File: src/rtl/fhc_pkg.sv
// ----------------------------------------------------------------------------
// fhc_pkg: shared types and constants for the font handle cache
// Field widths, the default table depth, and the structs that pass between
// the controller and the row of entry cells.
// ----------------------------------------------------------------------------
package fhc_pkg;

  localparam int DEFAULT_ENTRIES = 8;
  localparam int KEY_W           = 32;
  localparam int HANDLE_W        = 16;

  // probe that walks the cell row, one cell per cycle
  typedef struct packed {
    logic                valid;
    logic                hit;
    logic [HANDLE_W-1:0] handle;
  } probe_t;

  // per-cell update strobes from the controller
  typedef struct packed {
    logic wr;     // load the new pair into this cell
    logic shift;  // load the pair held by the next-younger neighbor
  } cell_ctl_t;

  // controller states, one-hot
  typedef enum logic [2:0] {
    S_IDLE = 3'b001,
    S_WALK = 3'b010,
    S_DONE = 3'b100
  } state_t;

endpackage

File: src/rtl/fhc_if.sv
// ----------------------------------------------------------------------------
// fhc_if: request and response channels of the font handle cache
// Valid/ready channels; an item moves on a rising edge with both high.
// ----------------------------------------------------------------------------
interface fhc_req_if
  import fhc_pkg::*;
();
  logic                valid;
  logic                ready;
  logic [KEY_W-1:0]    font_number;
  logic [HANDLE_W-1:0] fresh_handle;
  logic                open_ok;

  modport source (output valid, output font_number, output fresh_handle,
                  output open_ok, input ready);
  modport sink   (input valid, input font_number, input fresh_handle,
                  input open_ok, output ready);
endinterface

interface fhc_rsp_if
  import fhc_pkg::*;
();
  logic                valid;
  logic                ready;
  logic                hit;
  logic [HANDLE_W-1:0] handle_out;
  logic                failed;
  logic                evict_valid;
  logic [HANDLE_W-1:0] evicted_handle;

  modport source (output valid, output hit, output handle_out, output failed,
                  output evict_valid, output evicted_handle, input ready);
  modport sink   (input valid, input hit, input handle_out, input failed,
                  input evict_valid, input evicted_handle, output ready);
endinterface

File: src/rtl/fhc_cell.sv
// ----------------------------------------------------------------------------
// fhc_cell: one entry of the cache row
// Holds a key/handle pair, checks the passing probe against it, and hands
// the probe on to the next cell. On replacement it takes its neighbor's pair.
// ----------------------------------------------------------------------------
module fhc_cell
  import fhc_pkg::*;
(
  input  logic                clk,
  input  logic                rst,
  input  logic [KEY_W-1:0]    key,
  input  logic                occupied,
  input  probe_t              probe_in,
  output probe_t              probe_out,
  input  cell_ctl_t           ctl,
  input  logic [KEY_W-1:0]    new_key,
  input  logic [HANDLE_W-1:0] new_handle,
  input  logic [KEY_W-1:0]    nbr_key,
  input  logic [HANDLE_W-1:0] nbr_handle,
  output logic [KEY_W-1:0]    entry_key,
  output logic [HANDLE_W-1:0] entry_handle
);

  logic   match;
  probe_t probe_next;

  // compare only an occupied entry; first match along the row wins
  assign match = occupied && (entry_key == key) && !probe_in.hit;

  always_comb begin
    probe_next = probe_in;
    if (match) begin
      probe_next.hit    = 1'b1;
      probe_next.handle = entry_handle;
    end
  end

  // probe stage
  always_ff @(posedge clk) begin
    if (rst) begin
      probe_out.valid <= 1'b0;
    end else begin
      probe_out.valid <= probe_in.valid;
    end
    probe_out.hit    <= probe_next.hit;
    probe_out.handle <= probe_next.handle;
  end

  // entry storage, no reset
  always_ff @(posedge clk) begin
    if (ctl.shift) begin
      entry_key    <= nbr_key;
      entry_handle <= nbr_handle;
    end else if (ctl.wr) begin
      entry_key    <= new_key;
      entry_handle <= new_handle;
    end
  end

endmodule

File: src/rtl/fifo_handle_cache_core.sv
// ----------------------------------------------------------------------------
// fifo_handle_cache_core: fully associative font handle cache, FIFO replace
// Top level: request latch, probe launch, result decision and table update.
// ----------------------------------------------------------------------------
// One request is handled at a time. The probe passes one entry cell per
// cycle, and a new request is accepted only after the previous result has
// been loaded into the output register; the length of the cell row sets
// how long each request takes. Cells are kept in age order, the
// oldest in cell 0: a fill writes the first free cell, and a replacement on
// a full table shifts the row one place toward cell 0, reports the handle
// dropped from cell 0 and puts the new pair in the last cell. A finished
// response sits in an output register, so the next request is taken while
// it waits. No clearing pass is needed after reset.
// ----------------------------------------------------------------------------
module fifo_handle_cache_core
  import fhc_pkg::*;
#(
  parameter int ENTRIES = DEFAULT_ENTRIES
) (
  input logic      clk,
  input logic      rst,
  fhc_req_if.sink  req,
  fhc_rsp_if.source rsp
);

  localparam int OCC_W = $clog2(ENTRIES + 1);

  state_t              state;
  state_t              state_next;
  logic [KEY_W-1:0]    key_r;
  logic [HANDLE_W-1:0] fresh_r;
  logic                ok_r;
  logic                go;
  probe_t              fin;
  logic [OCC_W-1:0]    occ;
  logic [OCC_W-1:0]    occ_next;

  probe_t              probe      [ENTRIES+1];
  cell_ctl_t           ctl        [ENTRIES];
  logic [KEY_W-1:0]    cell_key   [ENTRIES];
  logic [HANDLE_W-1:0] cell_handle[ENTRIES];

  logic req_fire;
  logic out_load;
  logic full;
  logic insert;

  assign req.ready = (state == S_IDLE);
  assign req_fire  = req.valid && req.ready;
  assign out_load  = (state == S_DONE) && (!rsp.valid || rsp.ready);
  assign full      = (occ == OCC_W'(ENTRIES));
  assign insert    = out_load && !fin.hit && ok_r;

  // probe launch into the first cell
  assign probe[0] = '{valid: go, hit: 1'b0, handle: '0};

  // cell row
  for (genvar i = 0; i < ENTRIES; i++) begin : g_cell
    logic [KEY_W-1:0]    nbr_key;
    logic [HANDLE_W-1:0] nbr_handle;

    if (i == ENTRIES - 1) begin : g_last
      assign nbr_key    = key_r;
      assign nbr_handle = fresh_r;
    end else begin : g_mid
      assign nbr_key    = cell_key[i+1];
      assign nbr_handle = cell_handle[i+1];
    end

    assign ctl[i].wr    = insert && !full && (occ == OCC_W'(i));
    assign ctl[i].shift = insert && full;

    fhc_cell u_cell (
      .clk          (clk),
      .rst          (rst),
      .key          (key_r),
      .occupied     (OCC_W'(i) < occ),
      .probe_in     (probe[i]),
      .probe_out    (probe[i+1]),
      .ctl          (ctl[i]),
      .new_key      (key_r),
      .new_handle   (fresh_r),
      .nbr_key      (nbr_key),
      .nbr_handle   (nbr_handle),
      .entry_key    (cell_key[i]),
      .entry_handle (cell_handle[i])
    );
  end

  // controller
  always_comb begin
    state_next = state;
    unique case (state)
      S_IDLE: if (req_fire) state_next = S_WALK;
      S_WALK: if (probe[ENTRIES].valid) state_next = S_DONE;
      S_DONE: if (out_load) state_next = S_IDLE;
      default: state_next = S_IDLE;
    endcase
  end

  always_comb begin
    occ_next = occ;
    if (insert && !full) occ_next = occ + OCC_W'(1);
  end

  always_ff @(posedge clk) begin
    if (rst) begin
      state <= S_IDLE;
      go    <= 1'b0;
      occ   <= '0;
    end else begin
      state <= state_next;
      go    <= req_fire;
      occ   <= occ_next;
    end
  end

  // request latch and final probe capture
  always_ff @(posedge clk) begin
    if (req_fire) begin
      key_r   <= req.font_number;
      fresh_r <= req.fresh_handle;
      ok_r    <= req.open_ok;
    end
    if (probe[ENTRIES].valid) fin <= probe[ENTRIES];
  end

  // response register
  always_ff @(posedge clk) begin
    if (rst) begin
      rsp.valid <= 1'b0;
    end else if (out_load) begin
      rsp.valid <= 1'b1;
    end else if (rsp.ready) begin
      rsp.valid <= 1'b0;
    end
  end

  always_ff @(posedge clk) begin
    if (out_load) begin
      rsp.hit            <= fin.hit;
      rsp.failed         <= !fin.hit && !ok_r;
      rsp.evict_valid    <= insert && full;
      rsp.evicted_handle <= (insert && full) ? cell_handle[0] : '0;
      if (fin.hit)     rsp.handle_out <= fin.handle;
      else if (ok_r)   rsp.handle_out <= fresh_r;
      else             rsp.handle_out <= '0;
    end
  end

  // checks
  a_launch: assert property (@(posedge clk) disable iff (rst)
    req_fire |=> go && (state == S_WALK))
    else $error("probe not launched after request");

  a_occ_bound: assert property (@(posedge clk) disable iff (rst)
    occ <= OCC_W'(ENTRIES))
    else $error("occupancy above table depth");

  a_no_overwrite: assert property (@(posedge clk) disable iff (rst)
    (rsp.valid && !rsp.ready) |-> !out_load)
    else $error("pending response overwritten");

  a_evict_full: assert property (@(posedge clk) disable iff (rst)
    out_load && insert && full |=> rsp.valid && rsp.evict_valid && (occ == OCC_W'(ENTRIES)))
    else $error("eviction state mismatch");

  a_hit_excl: assert property (@(posedge clk) disable iff (rst)
    rsp.valid |-> !(rsp.hit && (rsp.failed || rsp.evict_valid)))
    else $error("hit flagged with failure or eviction");

endmodule

File: src/flat_wrapper.sv
// flat-port wrapper written by rule: the top's interface ports become plain ports
module fifo_handle_cache_core_flat import fhc_pkg::*;
#(
  parameter int ENTRIES = DEFAULT_ENTRIES
)
  (clk, rst, req_valid, req_font_number, req_fresh_handle, req_open_ok, req_ready, rsp_valid, rsp_hit, rsp_handle_out, rsp_failed, rsp_evict_valid, rsp_evicted_handle, rsp_ready);
  fhc_req_if req_i ();
  fhc_rsp_if rsp_i ();
  input logic clk;
  input logic rst;
  input wire logic [$bits(req_i.valid)-1:0] req_valid;
  input wire logic [$bits(req_i.font_number)-1:0] req_font_number;
  input wire logic [$bits(req_i.fresh_handle)-1:0] req_fresh_handle;
  input wire logic [$bits(req_i.open_ok)-1:0] req_open_ok;
  output wire logic [$bits(req_i.ready)-1:0] req_ready;
  output wire logic [$bits(rsp_i.valid)-1:0] rsp_valid;
  output wire logic [$bits(rsp_i.hit)-1:0] rsp_hit;
  output wire logic [$bits(rsp_i.handle_out)-1:0] rsp_handle_out;
  output wire logic [$bits(rsp_i.failed)-1:0] rsp_failed;
  output wire logic [$bits(rsp_i.evict_valid)-1:0] rsp_evict_valid;
  output wire logic [$bits(rsp_i.evicted_handle)-1:0] rsp_evicted_handle;
  input wire logic [$bits(rsp_i.ready)-1:0] rsp_ready;
  assign req_i.valid = req_valid;
  assign req_i.font_number = req_font_number;
  assign req_i.fresh_handle = req_fresh_handle;
  assign req_i.open_ok = req_open_ok;
  assign req_ready = req_i.ready;
  assign rsp_valid = rsp_i.valid;
  assign rsp_hit = rsp_i.hit;
  assign rsp_handle_out = rsp_i.handle_out;
  assign rsp_failed = rsp_i.failed;
  assign rsp_evict_valid = rsp_i.evict_valid;
  assign rsp_evicted_handle = rsp_i.evicted_handle;
  assign rsp_i.ready = rsp_ready;
  fifo_handle_cache_core #(.ENTRIES(ENTRIES)) u_core (.clk(clk), .rst(rst), .req(req_i), .rsp(rsp_i));
endmodule
File: config.mk
export PLATFORM = sky130hd
export DESIGN_NAME = fifo_handle_cache_core_flat
export DESIGN_NICKNAME = d
export VERILOG_FILES = /design/src/rtl/fhc_pkg.sv /design/src/rtl/fhc_if.sv /design/src/rtl/fhc_cell.sv /design/src/rtl/fifo_handle_cache_core.sv /design/src/flat_wrapper.sv
export SDC_FILE = /design/constraint.sdc
export NUM_CORES = 1
export LEC_CHECK = 0
export BUFFER_PORTS_ARGS = -buffer_cell sky130_fd_sc_hd__buf_2
export CORE_MARGIN = 5
export CORE_UTILIZATION = 64
export CTS_BUF_LIST = sky130_fd_sc_hd__clkbuf_8
export DETAILED_ROUTE_END_ITERATION = 10
export GPL_TIMING_DRIVEN = 0
export PLACE_DENSITY = 0.82
export SKIP_LAST_GASP = 1
export SYNTH_ARGS = -nofsm -noshare
export SYNTH_HDL_FRONTEND = slang
export SYNTH_SLANG_ARGS = --single-unit
File: constraint.sdc
create_clock -name clk -period 7 [get_ports clk]
set_input_delay 1.05 -clock clk [delete_from_list [all_inputs] [get_ports clk]]
set_output_delay 1.05 -clock clk [all_outputs]
set_load 0.02 [all_outputs]
==> results of run 1 <==
==> per-stage QoR <==
stage,util [%],cells,cell area (µm²),setup slack (ns)
final,73.0,2862,29600,2.65
after CTS,73.0,2862,29600,2.76
after global placement,67.1,2666,27200,-2.43
after global routing,73.0,2862,29600,2.63
after floorplan,-,2045,26100,1.50
after detailed placement,68.3,2686,27700,2.81
==> cells by family (layout without fill, tap and decap cells) <==
logic type / after synthesis / in the layout / synth area share (%)
fa+ha+maj: 4 / 4 / 0.192
flops: 638 / 638 / 67.6
compound gates: 35 / 35 / 0.945
xor+xnor: 259 / 259 / 8.75
buf+inv: 94 / 379 / 2.60
simple gates: 903 / 903 / 14.8
mux: 112 / 112 / 5.09
==> registers in the layout (all words and copies together) (netlist names) <==
register	cells
u_core.fin	17
u_core.fresh_r	16
u_core.g_cell.nbr_key	32
u_core.g_cell.u_cell.entry_handle	128
u_core.g_cell.u_cell.entry_key	256
u_core.g_cell.u_cell.probe_out	144
u_core.go	1
u_core.occ	4
u_core.ok_r	1
u_core.rsp.evict_valid	1
u_core.rsp.evicted_handle	16
u_core.rsp.failed	1
u_core.rsp.handle_out	16
u_core.rsp.hit	1
u_core.rsp.valid	1
u_core.state	3
==> power by group <==
| part | internal [µW] | switching [µW] | leakage (µW) | total (µW) |
|---|---|---|---|---|
| combinational | 101 | 221 | 0.00470 | 323 |
| clock | 1520 | 1480 | 0.00108 | 2990 |
| sequential | 4100 | 16.8 | 0.00563 | 4110 |
| total | 5720 | 1710 | 0.0114 | 7430 |
==> Yosys cell counts (all sizes together), types with 3 or more instances <==
| cell | number |
|---|---|
| a21oi | 13 |
| a22o | 15 |
| and2 | 33 |
| buf | 82 |
| clkbuf | 9 |
| dfxtp | 153 |
| edfxtp | 485 |
| ha | 4 |
| inv | 3 |
| mux2 | 112 |
| nand2 | 730 |
| nand2b | 5 |
| nand3 | 9 |
| nand3b | 3 |
| nand4 | 22 |
| nor2 | 10 |
| nor2b | 12 |
| nor3 | 12 |
| nor3b | 4 |
| nor4 | 47 |
| or2 | 6 |
| or3 | 4 |
| xnor2 | 56 |
| xor2 | 203 |
==> worst max-delay path, cell delays in order, from the launching register on <==
cell	delay (ns)
sky130_fd_sc_hd__edfxtp_1	0.44
sky130_fd_sc_hd__clkbuf_1	0.45
sky130_fd_sc_hd__nor2b_1	0.22
sky130_fd_sc_hd__clkbuf_1	0.74
sky130_fd_sc_hd__nand3b_1	0.74
sky130_fd_sc_hd__nor3b_2	0.99
sky130_fd_sc_hd__buf_6	0.28
sky130_fd_sc_hd__buf_6	0.17
==> cell usage in the layout, fill, tap and decap left out, types with 33 or more instances in the layout <==
master / instances
sky130_fd_sc_hd__dfxtp_1: 153
sky130_fd_sc_hd__buf_2: 124
sky130_fd_sc_hd__xnor2_1: 54
sky130_fd_sc_hd__clkbuf_8: 117
sky130_fd_sc_hd__mux2_2: 84
sky130_fd_sc_hd__xor2_1: 203
sky130_fd_sc_hd__nor4_1: 47
sky130_fd_sc_hd__inv_1: 33
sky130_fd_sc_hd__nand2_1: 730
sky130_fd_sc_hd__edfxtp_1: 485
==> cell type report <==
cell class                      instances  area (µm²)  share of cell area, %
Clock inverter                         59         277                  0.934
Clock buffer                          117        1610                   5.44
Timing Repair Buffer                  109         877                   2.96
Tap cell                              532         666                   2.25
Inverter                                3        11.3                 0.0380
Sequential cell                       638       17600                   59.6
Multi-Input combinational cell       1313        7870                   26.6
Buffer                                 91         666                   2.25
==> how the worst max path moves through the flow <==
| stage | end | slack (ns) | cells after the start |
|---|---|---|---|
| floorplan | u_core.g_cell[0].u_cell.entry_handle[0] | 1.50 | 3 |
| global placement | u_core.g_cell[0].u_cell.entry_key[5] | -2.43 | 5 |
| detailed placement | u_core.g_cell[0].u_cell.entry_key[5] | 2.81 | 7 |
| CTS | u_core.g_cell[0].u_cell.entry_key[26] | 2.76 | 7 |
| global route | u_core.g_cell[0].u_cell.entry_key[7] | 2.63 | 7 |
| finish | u_core.g_cell[0].u_cell.entry_key[5] | 2.65 | 7 |
==> routing by layer <==
| metal | vias up | track usage [%] |
|---|---|---|
| li1 | 7424 | - |
| met1 | 8353 | 43.8 |
| met2 | 1115 | 48.4 |
| met3 | 218 | 9.63 |
| met4 | 0 | 13.5 |
| met5 | - | 0 |
==> metrics.md, run 1 <==
| Metric | Value |
|---|---|
| Wire length of the first global-routing pass | `about 110,000 µm` |
| Launch point of the critical path | `u_core.fin[16]` |
| Library cell used as clock root buffer | `sky130_fd_sc_hd__clkbuf_8` |
| Number of register bits inferred by synthesis | `638` |
| Setup Total Neg Slack | `0 ns` |
| Source-to-sink clock delay at the later pin of the worst-skew pair | `0.70 ns` |
| Total clock buffers created by CTS | `98` |
| Placer Congestion | `between 1 and 1.5` |
| Final-report hold violation count | `0` |
| Status | `finished clean` |
| Max Clock Freq | `0.230 GHz` |
| Final routed wirelength across all metal layers | `around 72,000 µm` |
| Synth Instances | `2,045` |
| Antenna violations before repair | `0` |
| CTS sink cnt | `638` |
| Met3 Routed Length | `9260 µm` |
| Actual transition at the worst max-transition pin | `approximately 1.5 ns` |
| Final Max Slew Viols | `0` |
| Worst hold margin | `0.397 ns` |
| Num rows | `74` |
| Width of the die | `212 µm` |
| TritonRoute pass-1 iters | `5` |
| Share of the synthesized area in the top cell type | `55.8%` |
| Area growth syn-to-layout | `13.5%` |
| Setup slack, reg-to-reg | `2.65 ns` |
| Sort of element at the start of the critical path | `register` |
| Beginning of the worst hold path | `u_core.g_cell[7].u_cell.probe_out[16]` |
| Detail-routed via count per cell | `approximately 6` |
| Share of the yosys chip area belonging to registers | `67.6%` |
| Vert. Die Dim | `212 µm` |
| Post-cts repair resize count | `0` |
| Final setup violation count | `0` |
| Minimum period implied by the final worst setup slack | `between 4 and 5 ns` |
| M1 wire length | `approximately 27,000 µm` |
| Share of synthesized flip-flops with an asynchronous set or reset | `0%` |
| Global-route usage over all layers | `32.0%` |
| Average size of a mapped cell | `between 10 and 15 µm²` |
| Number of input and output port buffers inserted | `89` |
| Setup Crit Path Kind | `register to register` |
| Core outline area | `roughly 41,000 µm²` |
| Number of antenna diodes | `0` |
| CTS tree | `done` |
| Hold-critical path depth | `0` |
| Synth Flop Type | `sky130_fd_sc_hd__edfxtp_1` |
| Class of the tightest hold or removal check | `register to register` |
| Largest net degree at the start of global routing | `49` |
| Htree depth | `3` |
| Average wire per standard cell | `25.0 µm` |
| Clock transition at path regs | `~0.06 ns` |
| Signal arrival time at the worst endpoint | `4.74 ns` |
| Filler cell count in the final layout | `2,631` |
| Final net count | `2,311` |
| Placed wire-length estimate after detailed placement | `48,500 µm` |
| Residual DRC count | `0` |
| Max_slew headroom | `1.01%` |
| Iteration-0 DRC count of the detailed router | `2,261` |
| Setup skew after layout | `0.0463 ns` |
| Effective utilization at floorplan | `64.3%` |
| RSZ-0062 raised after global routing | `no` |
| Static Leakage | `~0.011 µW` |
| FF-to-FF End | `u_core.g_cell[0].u_cell.entry_key[5]` |
| Logic depth of the worst register-to-register path | `7` |
| Endpoint of the worst hold path | `u_core.fin[16]` |
| PwrDens | `251 nW/µm²` |
| Yosys cell types | `44` |
| Reg2reg start | `u_core.fin[16]` |
| Cell accounting for the most synthesized area | `sky130_fd_sc_hd__edfxtp_1` |
| Worst ir drop on vdd | `0.166 mV` |
| DR top layer | `met4` |
| Maximum Capacitance Violations | `0` |
| Worst Path Required | `7.40 ns` |
| Met2 wire length | `between 30,000 and 40,000 µm` |
| Die area | `~45,000 µm²` |
| I/O pin cnt | `90` |
| Net count of the mapped netlist | `2,102` |
| Netlist Area Pre-Place | `about 26,000 µm²` |
| Number of flops mapped to enable cells by yosys | `485` |
| Share of final-layout standard cells stronger than drive strength 1 | `19.3%` |
| Endpoint type of the worst setup path | `register` |
| Hold buffers post-CTS | `0` |
| Remaining global-route overflow | `0` |
| Area contributors post-synth | `sky130_fd_sc_hd__edfxtp_1, sky130_fd_sc_hd__dfxtp_1, sky130_fd_sc_hd__nand2_1` |
| Vias in the first global route | `17,200` |
| Maximum buffer depth of the clock tree | `3` |
| Detailed-route via count | `roughly 17,000` |
| # Post-CTS Setup Buffers | `0` |
| Power, Total | `7430 µW` |
| Maximum fanout along the worst path | `10` |
| Yosys warning total | `0` |
| Final ANT Viol Nets | `0` |
| Final worst-path cycle share | `62.1%` |
(Power assumes the default switching activity.)
==> run 2, diff against run 1 <==
Settings changed: ABC_AREA set to 1, CORE_UTILIZATION 64 to 58, PLACE_DENSITY 0.82 to 0.78.
Clock period 7 ns to 3.6 ns, I/O delays scaled along.
==> run 2 against run 1 <==
Critical path depth up 6. Synthesized area up 6.5%. Cell count up 35%. Fmax up 37%. Core utilization down 5.9 points. Clock power up 110%. Worst hold slack worse by 0.31 ns. Sequential share of layout area down 4.3 points. Wire length up 28%. Critical path type unchanged. Critical endpoint is now u_core.g_cell[1].u_cell.entry_handle[8].
==> metrics.md, run 2 <==
| Metric | Value |
|---|---|
| Share of final-layout standard cells stronger than drive strength 1 | `12.1%` |
| Max Clock Freq | `between 0.3 and 0.4 GHz` |
| Final routed wirelength across all metal layers | `between 90,000 and 100,000 µm` |
| Area taken by multi-input logic gates | `8420 µm²` |
| Share of total power in the clock network | `40.6%` |
| Minimum period implied by the final worst setup slack | `3.16 ns` |
| Number of input and output port buffers inserted | `89` |
| I/O pin cnt | `90` |
| Most flop-heavy register | `u_core.g_cell.u_cell.entry_key` |
| Worst Path Required | `4.02 ns` |
| Final-report hold violation count | `0` |
| Yosys cell types | `35` |
| Commonest cells in the synthesized netlist | `sky130_fd_sc_hd__nand2_1, sky130_fd_sc_hd__edfxtp_1, sky130_fd_sc_hd__inv_1, sky130_fd_sc_hd__o21ai_0, sky130_fd_sc_hd__nor2_1` |
| CTS tree | `done` |
| Remaining global-route overflow | `0` |
| Number of register bits inferred by synthesis | `around 640` |
| Yosys warning total | `0` |
| RSZ-0062 raised after global routing | `no` |
| PwrDens | `480 nW/µm²` |
| Detailed-route via count | `21,900` |
| Setup Crit Path Kind | `register to register` |
| Worst ir drop on vdd | `0.401 mV` |
| Netlist Area Pre-Place | `between 20,000 and 30,000 µm²` |
| CTS sink cnt | `638` |
| Filler cell count in the final layout | `between 3,000 and 4,000` |
| Class of the tightest hold or removal check | `input pin to register` |
| Most frequent standard cell in the layout excluding fill and tap cells | `sky130_fd_sc_hd__nand2_1` |
| Largest registers ranked by flip-flop count | `u_core.g_cell.u_cell.entry_key: 256 flops, u_core.g_cell.u_cell.probe_out: 144 flops, u_core.g_cell.u_cell.entry_handle: 128 flops` |
| Source-to-sink clock delay at the later pin of the worst-skew pair | `0.74 ns` |
| Status | `finished clean` |
| Top library cells by usage in the layout, fill and taps aside | `sky130_fd_sc_hd__nand2_1, sky130_fd_sc_hd__edfxtp_1, sky130_fd_sc_hd__inv_1, sky130_fd_sc_hd__o21ai_0, sky130_fd_sc_hd__nor2_1` |
| Synth Flop Type | `sky130_fd_sc_hd__edfxtp_1` |
| Internal portion of total power | `approximately 11,000 µW` |
| Final setup violation count | `0` |
| Net count of the mapped netlist | `2,978` |
| Wire length of the first global-routing pass | `roughly 130,000 µm` |
| Final worst-path cycle share | `87.8%` |
| Width of the die | `229 µm` |
| Max_slew headroom | `8.17%` |
| # placed instances | `3,638` |
| Iteration-0 DRC count of the detailed router | `3,317` |
| Maximum fanout along the worst path | `17` |
| Share of the synthesized area in the top cell type | `a little over half` |
| Setup skew after layout | `between 0.02 and 0.03 ns` |
| Num rows | `80` |
| Share of synthesized flip-flops with an asynchronous set or reset | `0%` |
| Utilization after layout | `67.1%` |
| Share of the yosys chip area belonging to registers | `63.5%` |
| Number of flops mapped to enable cells by yosys | `485` |
| Static Leakage | `0.0137 µW` |
| Cell accounting for the most synthesized area | `sky130_fd_sc_hd__edfxtp_1` |
| Final net count | `3,236` |
| Detail-routed via count per cell | `5.66` |
| Signal arrival time at the worst endpoint | `3.59 ns` |
| Switching pwr | `3810 µW` |
| Register area | `17,600 µm²` |
| Area growth syn-to-layout | `14.8%` |
| Vert. Die Dim | `229 µm` |
| Placed wire-length estimate after detailed placement | `around 65,000 µm` |
| Sort of element at the start of the critical path | `register` |
| Final std cells w/o fill | `3,872` |
| Logic gate share of total power | `6.6%` |
| Sequential share of power | `52.7%` |
| Effective utilization at floorplan | `58.4%` |
| Average size of a mapped cell | `about 9.5 µm²` |
| Clock transition at path regs | `0.06 ns` |
| Placer Congestion | `1.02` |
| Htree depth | `3` |
| Worst hold margin | `0.0839 ns` |
| Library cell used as clock root buffer | `sky130_fd_sc_hd__clkbuf_8` |
| Vias in the first global route | `21,000` |
| Area contributors post-synth | `sky130_fd_sc_hd__edfxtp_1, sky130_fd_sc_hd__nand2_1, sky130_fd_sc_hd__dfxtp_1` |
| Final ANT Viol Nets | `0` |
| Final Max Slew Viols | `0` |
| Proportion of total power due to net switching | `between 20% and 30%` |
| TritonRoute pass-1 iters | `6` |
| Endpoint type of the worst setup path | `register` |
| Maximum Capacitance Violations | `0` |
| Power, Total | `15,300 µW` |
| Number of flip-flops in the largest register | `256` |
| Total clock buffers created by CTS | `102` |
| Antenna violations before repair | `7` |
| Synth Instances | `2,921` |
| Average wire per standard cell | `23.7 µm` |
| Core outline area | `47,500 µm²` |
| Global-route usage over all layers | `34.6%` |
| Most common cell in the netlist | `sky130_fd_sc_hd__nand2_1` |
| Die area | `52,400 µm²` |
| Residual DRC count | `0` |
| Largest net degree at the start of global routing | `49` |
| Maximum buffer depth of the clock tree | `3` |
| Actual transition at the worst max-transition pin | `1.38 ns` |
run 2: cell count changes after synthesis, moves of 21 or more:
cell / change
sky130_fd_sc_hd__inv_1: +301
sky130_fd_sc_hd__xor2_1: -184
sky130_fd_sc_hd__buf_4: +21
sky130_fd_sc_hd__and2_1: -33
sky130_fd_sc_hd__o21bai_1: +33
sky130_fd_sc_hd__nand2_1: +419
sky130_fd_sc_hd__mux2_2: -84
sky130_fd_sc_hd__o21ai_0: +179
sky130_fd_sc_hd__nor4_1: -47
sky130_fd_sc_hd__nor2_1: +149
sky130_fd_sc_hd__nand3_1: +103
run 2: cell families (layout without fill, tap and decap cells):
kind of cell / Yosys count / in the layout / share of synthesized area (%)
flops: 638 / 638 / 63.5
fa+ha+maj: 4 / 4 / 0.180
buf+inv: 430 / 763 / 6.64
xor+xnor: 76 / 76 / 2.40
compound gates: 261 / 261 / 5.32
simple gates: 1512 / 1513 / 22.0
other cells: 0 / 2 / 0
run 2: worst paths after layout:
| kind | endpoint | cells past startpoint | start | slack (ns) |
|---|---|---|---|---|
| setup reg to reg | u_core.g_cell[1].u_cell.entry_handle[8] | 13 | u_core.fin[16] | 0.44 |
| setup / recovery | u_core.g_cell[1].u_cell.entry_handle[8] | 13 | u_core.fin[16] | 0.44 |
| hold reg to reg | u_core.fin[2] | 0 | u_core.g_cell[7].u_cell.probe_out[2] | 0.41 |
| hold / removal | u_core.state[2] | 2 | rst | 0.08 |
run 2: what timing repair did:
item / in CTS / in global routing
resized for setup: 2 / 3
hold buffers: 49 / 0
endpoints found under the hold margin: 49 / 0
setup endpoints to repair: 509 / 10
pin swaps: 2 / 0
cloned: 1 / 0
buffers inserted: 2 / 0
run 2: metrics by stage:
stage	setup WS, ns	setup TNS, ns	instance area [µm²]
2_1_floorplan	-0.342	-64.66	27900
3_3_place_gp	-2.76	-1224.01	29100
3_5_place_dp	-0.959	-292.42	29400
4_1_cts	0.186	0	31900
5_1_grt	0.310	0	31900
6_report	0.438	0	31900
run 2: layer usage:
| metal | GRT usage [%] | vias up | routed length (µm) |
|---|---|---|---|
| met1 | 50.5 | 10200 | 37400 |
| met3 | 11.0 | 254 | 13100 |
| met2 | 48.9 | 1470 | 37600 |
| li1 | - | 9961 | - |
| met4 | 12.9 | 8 | 3670 |
| met5 | 0 | - | 55 |
run 2: layout make-up:
type                    count  area share [%]
diodes                      2          0.0157
plain buffers             106            2.00
clock buffers             111            4.79
clock inverters            69            1.48
inverters                 324            3.82
multi-input cells        1854            26.4
flip-flops and latches    638            55.3
well taps                 615            2.41
repair buffers            153            3.82
run 2: worst max-delay path: stages (launching register included):
cell	delay (ns)
sky130_fd_sc_hd__edfxtp_1	0.40
sky130_fd_sc_hd__buf_2	0.22
sky130_fd_sc_hd__inv_2	0.07
sky130_fd_sc_hd__nand2_1	0.06
sky130_fd_sc_hd__inv_2	0.18
sky130_fd_sc_hd__nand2_4	0.14
sky130_fd_sc_hd__nor3_4	0.24
sky130_fd_sc_hd__buf_16	0.19
sky130_fd_sc_hd__nand2_2	0.18
sky130_fd_sc_hd__clkbuf_8	0.29
sky130_fd_sc_hd__o31ai_4	0.23
sky130_fd_sc_hd__buf_8	0.26
sky130_fd_sc_hd__buf_8	0.17
sky130_fd_sc_hd__buf_8	0.18
run 2: power by group through the flow:
stage,combinational (µW),clock [µW],sequential (µW)
final,1020,6220,8070
after global placement,904,0,8220
after CTS,976,6220,8060
after detailed placement,930,0,8220
after global routing,1090,6610,8060
after floorplan,578,0,8200
